$ cat config.mk
export PLATFORM = sky130hd
export DESIGN_NAME = swmax_front
export DESIGN_NICKNAME = d
export VERILOG_FILES = /design/src/hdl/swmax_pkg.sv /design/src/hdl/swmax_front.sv
export SDC_FILE = /design/constraint.sdc
export NUM_CORES = 1
export LEC_CHECK = 0
export ABC_AREA = 1
export BUFFER_PORTS_ARGS = -buffer_cell sky130_fd_sc_hd__buf_2
export CAP_MARGIN = 10
export CORE_ASPECT_RATIO = 1.5
export CORE_MARGIN = 2
export CORE_UTILIZATION = 51
export CTS_CLUSTER_SIZE = 20
export DETAILED_ROUTE_END_ITERATION = 10
export PLACE_DENSITY = 0.78
export SYNTH_ARGS = -nofsm -noshare
export SYNTH_HDL_FRONTEND = slang
export SYNTH_SLANG_ARGS = --single-unit
$ cat constraint.sdc
create_clock -name i_clk -period 2 [get_ports i_clk]
set_input_delay 0.4 -clock i_clk [delete_from_list [all_inputs] [get_ports i_clk]]
set_output_delay 0.4 -clock i_clk [all_outputs]
set_load 0.02 [all_outputs]
$ cat src/hdl/swmax_pkg.sv
// ----------------------------------------------------------------------------
// swmax_pkg
// Shared constants for the sliding window maximum block.
// ----------------------------------------------------------------------------
`timescale 1ns / 1ps
`default_nettype none

package swmax_pkg;

    localparam int WINDOW_MAX_DEF   = 64;
    localparam int SAMPLE_WIDTH_DEF = 16;

    localparam int CFG_W = 7;
    localparam logic [CFG_W-1:0] CFG_RESET = 7'd1;

    // power of two, so the pointers wrap on their own
    localparam int FIFO_DEPTH = 2;

endpackage

`default_nettype wire

$ cat src/hdl/swmax_front.sv
// ----------------------------------------------------------------------------
// swmax_front
// Input side: takes sample beats and holds them in a short queue until the
// window engine is free to take them.
// ----------------------------------------------------------------------------
`timescale 1ns / 1ps
`default_nettype none

module swmax_front import swmax_pkg::*; #(
    parameter int DATA_W = SAMPLE_WIDTH_DEF + 1
) (
    input  wire logic              i_clk,
    input  wire logic              i_rst_n,
    input  wire logic              i_valid,
    output logic                   o_ready,
    input  wire logic [DATA_W-1:0] i_data,
    output logic                   o_valid,
    input  wire logic              i_ready,
    output logic [DATA_W-1:0]      o_data
);

    localparam int AW = (FIFO_DEPTH > 1) ? $clog2(FIFO_DEPTH) : 1;

    logic [DATA_W-1:0] r_mem [FIFO_DEPTH];
    logic [AW-1:0]     r_wr;
    logic [AW-1:0]     r_rd;
    logic [AW:0]       r_cnt;
    logic              w_push;
    logic              w_pop;

    assign o_ready = (r_cnt != (AW+1)'(FIFO_DEPTH));
    assign o_valid = (r_cnt != '0);
    assign o_data  = r_mem[r_rd];
    assign w_push  = i_valid && o_ready;
    assign w_pop   = o_valid && i_ready;

    always_ff @(posedge i_clk) begin
        if (!i_rst_n) begin
            r_wr  <= '0;
            r_rd  <= '0;
            r_cnt <= '0;
        end else begin
            if (w_push) begin
                r_wr <= r_wr + AW'(1);
            end
            if (w_pop) begin
                r_rd <= r_rd + AW'(1);
            end
            case ({w_push, w_pop})
                2'b10:   r_cnt <= r_cnt + (AW+1)'(1);
                2'b01:   r_cnt <= r_cnt - (AW+1)'(1);
                default: r_cnt <= r_cnt;
            endcase
        end
    end

    always_ff @(posedge i_clk) begin
        if (w_push) begin
            r_mem[r_wr] <= i_data;
        end
    end

endmodule

`default_nettype wire

* After elaboration in Yosys (flattened, before gate mapping)
Memories as Yosys holds them, arrays and structs flattened. A register that Yosys moved wholly into a read port is not among the register bits. Cells that the tools add are included.
Storage, ports and cells: register bits after elaboration 4, bits in writable memories 34, memories 1, output and inout port bits 19, bits of input ports 21
Memories:
- r_mem | words 2, width 17, rd ports 1, clocked after Yosys merged registers in 1, write ports 1, line swmax_front.sv:24 | logic [DATA_W-1:0] r_mem [FIFO_DEPTH];
Cells by class: reductions and logical operators 4, multiplexer cells 5, equal/unequal tests 3, add/sub/neg operators 4
Operators with widths (number):
- two-way mux 1 bit | 4
- case mux 2 bit (2 select lines) | 1
- nonzero test 2 bit | 2
- adder 1 bit (second input constant) | 2
- adder 2 x 1 -> 2 bit (second input constant) | 1
- == test 2 x 1 -> 1 bit (second input constant) | 1
- == test 2 bit (second input constant) | 1
- logical AND 1 bit | 2
- inequality test 2 bit (second input constant) | 1
- subtractor 2 x 1 -> 2 bit (second input constant) | 1

* Longest topological paths before layout
word-level depth 4, gate-level depth with buffers 9, gate-level depth less buffers 9

* Worst setup path before layout
OpenSTA, ideal clock, no wires.
kind flip-flop to flip-flop, start point register r_cnt[0], end point memory r_mem[1][0] (netlist name), enable pin, required time 1.608 ns, period minus slack after synthesis 1.804 ns, stages on the path, launching flop included 5, buffers on the path 0, slack 0.196 ns, setup time 0.392 ns, arrival 1.412 ns, cell sequence dfxtp_1 inv_2 nand2_2 nand2_2 nor2_1
Between the ends: word-level cells in the longest chain between the ends 4
RTL lines:
- start, declared | line swmax_front.sv:27 | logic [AW:0] r_cnt;
- start signal, assigned | line swmax_front.sv:50 | 2'b10: r_cnt <= r_cnt + (AW+1)'(1);
- start signal, assigned | line swmax_front.sv:51 | 2'b01: r_cnt <= r_cnt - (AW+1)'(1);
- start signal, assigned | line swmax_front.sv:52 | default: r_cnt <= r_cnt;
- inequality test 2 bit | line swmax_front.sv:31 | assign o_ready = (r_cnt != (AW+1)'(FIFO_DEPTH));
- net o_ready | line swmax_front.sv:15 | output logic o_ready,
- logical AND 1 bit | line swmax_front.sv:34 | assign w_push = i_valid && o_ready;
- two-way mux 1 bit | line swmax_front.sv:58 | if (w_push) begin
- two-way mux 1 bit (implied by the code) | line swmax_front.sv:59 | r_mem[r_wr] <= i_data;
- end, declared | line swmax_front.sv:24
The timed path passes the listed nets, and every way through them passes these cells.

==> impl_metrics.toml <==
[critical_path]
worst_ep_required_time_ns = 1.60
timing.critical_path.fanout_max = 7
critical_path.endpoint_type = "output pin"
criticalPathCategory = "flip-flop to output pin"
r2r_slack_ns = 0.62
crit_path_start_kind = "flip-flop"
crit_arrival_ns = 1.48

[global_routing]
grt_max_degree = 13
grt_pass1_wl_um = 3660
global_route_total_overflow = 0
via_count_of_the_first_global_routing_pass = 873
grt_antenna_before_repair = 0
grt_usage_pct = 14.7

[synth]
avgSynthCellArea_sq_um = 17.1
ys_seq_area_share_pct = 73.7
postSynthRegisterBits = 39
synthesis.nets = 111
number_of_unique_standard_cell_types_used_by_synthesis = 17
post_synthesis_cell_area_sq_um = 1520
synthesis.yosys.warnings = 0
synthesis.instances = 89

[die]
dieHeight_um = 70.9
core_sq_um = 2880
initial_core_util_pct = 52.8
site_rows = 24
io-pin-count = 40
dieArea_sq_um = 3450
fp.dieW_um = 48.6

[timing]
fmax_mhz = 532
post-route-min-period_ns = 1.88
timing.final.hold_violations = 0
min_period_over_period_pct = 93.9
rsz0062_at_grt = "false"
slew_headroom_pct = 80.9
fin_tns_setup_ns = 0
timing.final.max_slew_violations = 0
finalClockSkew_ns = 0.00274
worst-slew-pin-transition_ns = 0.286
finalHoldWorstSlack_ns = 0.301
setup_violations = 0

[final_layout]
drive_gt1_share_pct = 51.4
mostFrequentLayoutCells = "sky130_fd_sc_hd__buf_2 (39), sky130_fd_sc_hd__edfxtp_1 (34), sky130_fd_sc_hd__mux2_4 (10), sky130_fd_sc_hd__nor2_1 (10), sky130_fd_sc_hd__nand2_1 (8)"
layout.cells.most_common = "sky130_fd_sc_hd__buf_2"
diodes = 0
final_nets = 161
layout-area-overhead-vs-synth_pct = 24.0

[cts]
tritoncts = "yes"
cts_root_buffer = "sky130_fd_sc_hd__clkbuf_8"
postCtsResizedCells = 0
clk_transition_reported_paths_ns = 0.07
htree_levels = 2
cts.hold.buffers_added = 0
clockBufferDepth = 2
cts_made_buffers = 5
clk_latency_ns = 0.28
cts_sinks = 39
post_cts.repair.setup_buffers = 0

[worst_hold_path]
min_path_type = "input pin to flip-flop"

[power_and_ir_drop]
cellLeakagePower_nw = 0.776
worst_ir_drop_vdd_mv = 0.877
power.density_nw_per_um2 = 1180

[placement]
number_of_input_and_output_port_buffers_inserted = 39
detailed_place_hpwl_um = 1720
gpl.final_weighted_congestion = 0.619

[drt]
route.detailed.wl_per_inst_um = 12.9
drt_pre_antenna_iters = 4
vias_per_cell = 4.84
drc = 0
drtAntennaViolNets = 0
route.final.wire_length_um = 2300
dr_total_vias = 866
drt_first_iter_violations = 14

[outcome]
outcome = "finished clean"

[run]
max_cap_violations = 0
## stage by stage
step	worst slack (ns)	instance area, sq um	utilization [%]	std cells	total power (W)
floorplan	0.196	1520	-	89	0.00147
global placement	0.430	1780	61.7	171	0.00160
detailed placement	0.420	1780	61.7	171	0.00162
CTS	0.105	1890	65.5	179	0.00224
global route	0.0611	1890	65.5	179	0.00232
finish	0.122	1890	65.5	179	0.00222
## worst max-delay path, stage by stage, from the launching register on
cell                      delay, ns
sky130_fd_sc_hd__dfxtp_1       0.49
sky130_fd_sc_hd__buf_4         0.25
sky130_fd_sc_hd__mux2_4        0.30
sky130_fd_sc_hd__buf_2         0.16
## cells by family (layout without fill, tap and decap cells)
family,after synthesis,after routing,synth area share (%)
AO/OA/AOI/OAI,3,3,1.15
adder cells (fa/ha/maj),1,1,0.822
buffers and inverters,7,58,3.29
flip-flops,39,39,73.7
multiplexers,17,17,15.0
AND/OR/NAND/NOR,22,22,6.00
## cell usage after synthesis
| master | instances | share of area [%] |
|---|---|---|
| sky130_fd_sc_hd__nand2_2 | 2 | 0.82 |
| sky130_fd_sc_hd__dfxtp_1 | 5 | 6.6 |
| sky130_fd_sc_hd__edfxtp_1 | 34 | 67 |
| sky130_fd_sc_hd__nand4_1 | 1 | 0.41 |
| sky130_fd_sc_hd__nand3_1 | 1 | 0.33 |
| sky130_fd_sc_hd__mux2_2 | 7 | 5.2 |
| sky130_fd_sc_hd__a21oi_1 | 1 | 0.33 |
| sky130_fd_sc_hd__o21a_1 | 1 | 0.49 |
| sky130_fd_sc_hd__nand2_1 | 8 | 2.0 |
| sky130_fd_sc_hd__buf_12 | 1 | 1.3 |
| sky130_fd_sc_hd__inv_2 | 1 | 0.25 |
| sky130_fd_sc_hd__o21ai_0 | 1 | 0.33 |
| sky130_fd_sc_hd__buf_6 | 1 | 0.74 |
| sky130_fd_sc_hd__nor2_1 | 10 | 2.5 |
| sky130_fd_sc_hd__mux2_4 | 10 | 9.9 |
| sky130_fd_sc_hd__inv_1 | 4 | 0.99 |
| sky130_fd_sc_hd__ha_1 | 1 | 0.82 |
## per-layer routing
metal	track usage [%]	share of wire, %	vias to the layer above
met3	5.49	6.2	5
met2	26.2	53	33
met5	0	0	-
met1	15.0	38	406
met4	7.62	2.4	0
li1	-	-	422
## report_power, final
group / internal, W / switching [W] / leakage, nW / total, W
logic: 0.000245 / 0.000311 / 0.361 / 0.000556
clock network: 0.000365 / 0.000254 / 0.0556 / 0.000619
registers: 0.000997 / 0.0000471 / 0.359 / 0.00104
## flip-flops by register name (all words and copies together), names as in the netlist, named ones only
name	flops
r_wr	1
r_cnt	2
r_mem	34
r_rd	1
## final timing paths
| kind | cells after the start | endpoint | start |
|---|---|---|---|
| max | 3 | o_data[3] | flip-flop |
| min | 1 | r_mem[0][10] | i_data[10] |
| max reg2reg | 9 | r_cnt[1] | r_cnt[0] |
| min reg2reg | 2 | r_rd | r_rd |
## final cells by class
class	instances	area, sq um
clock inverter	3	38.8
clock buffer	5	68.8
tap	39	48.8
timing repair buffer	45	240
multi-input combinational	43	350
inverter	5	18.8
sequential	39	1120
fill	233	996
Power figures use the tool's default switching activity.
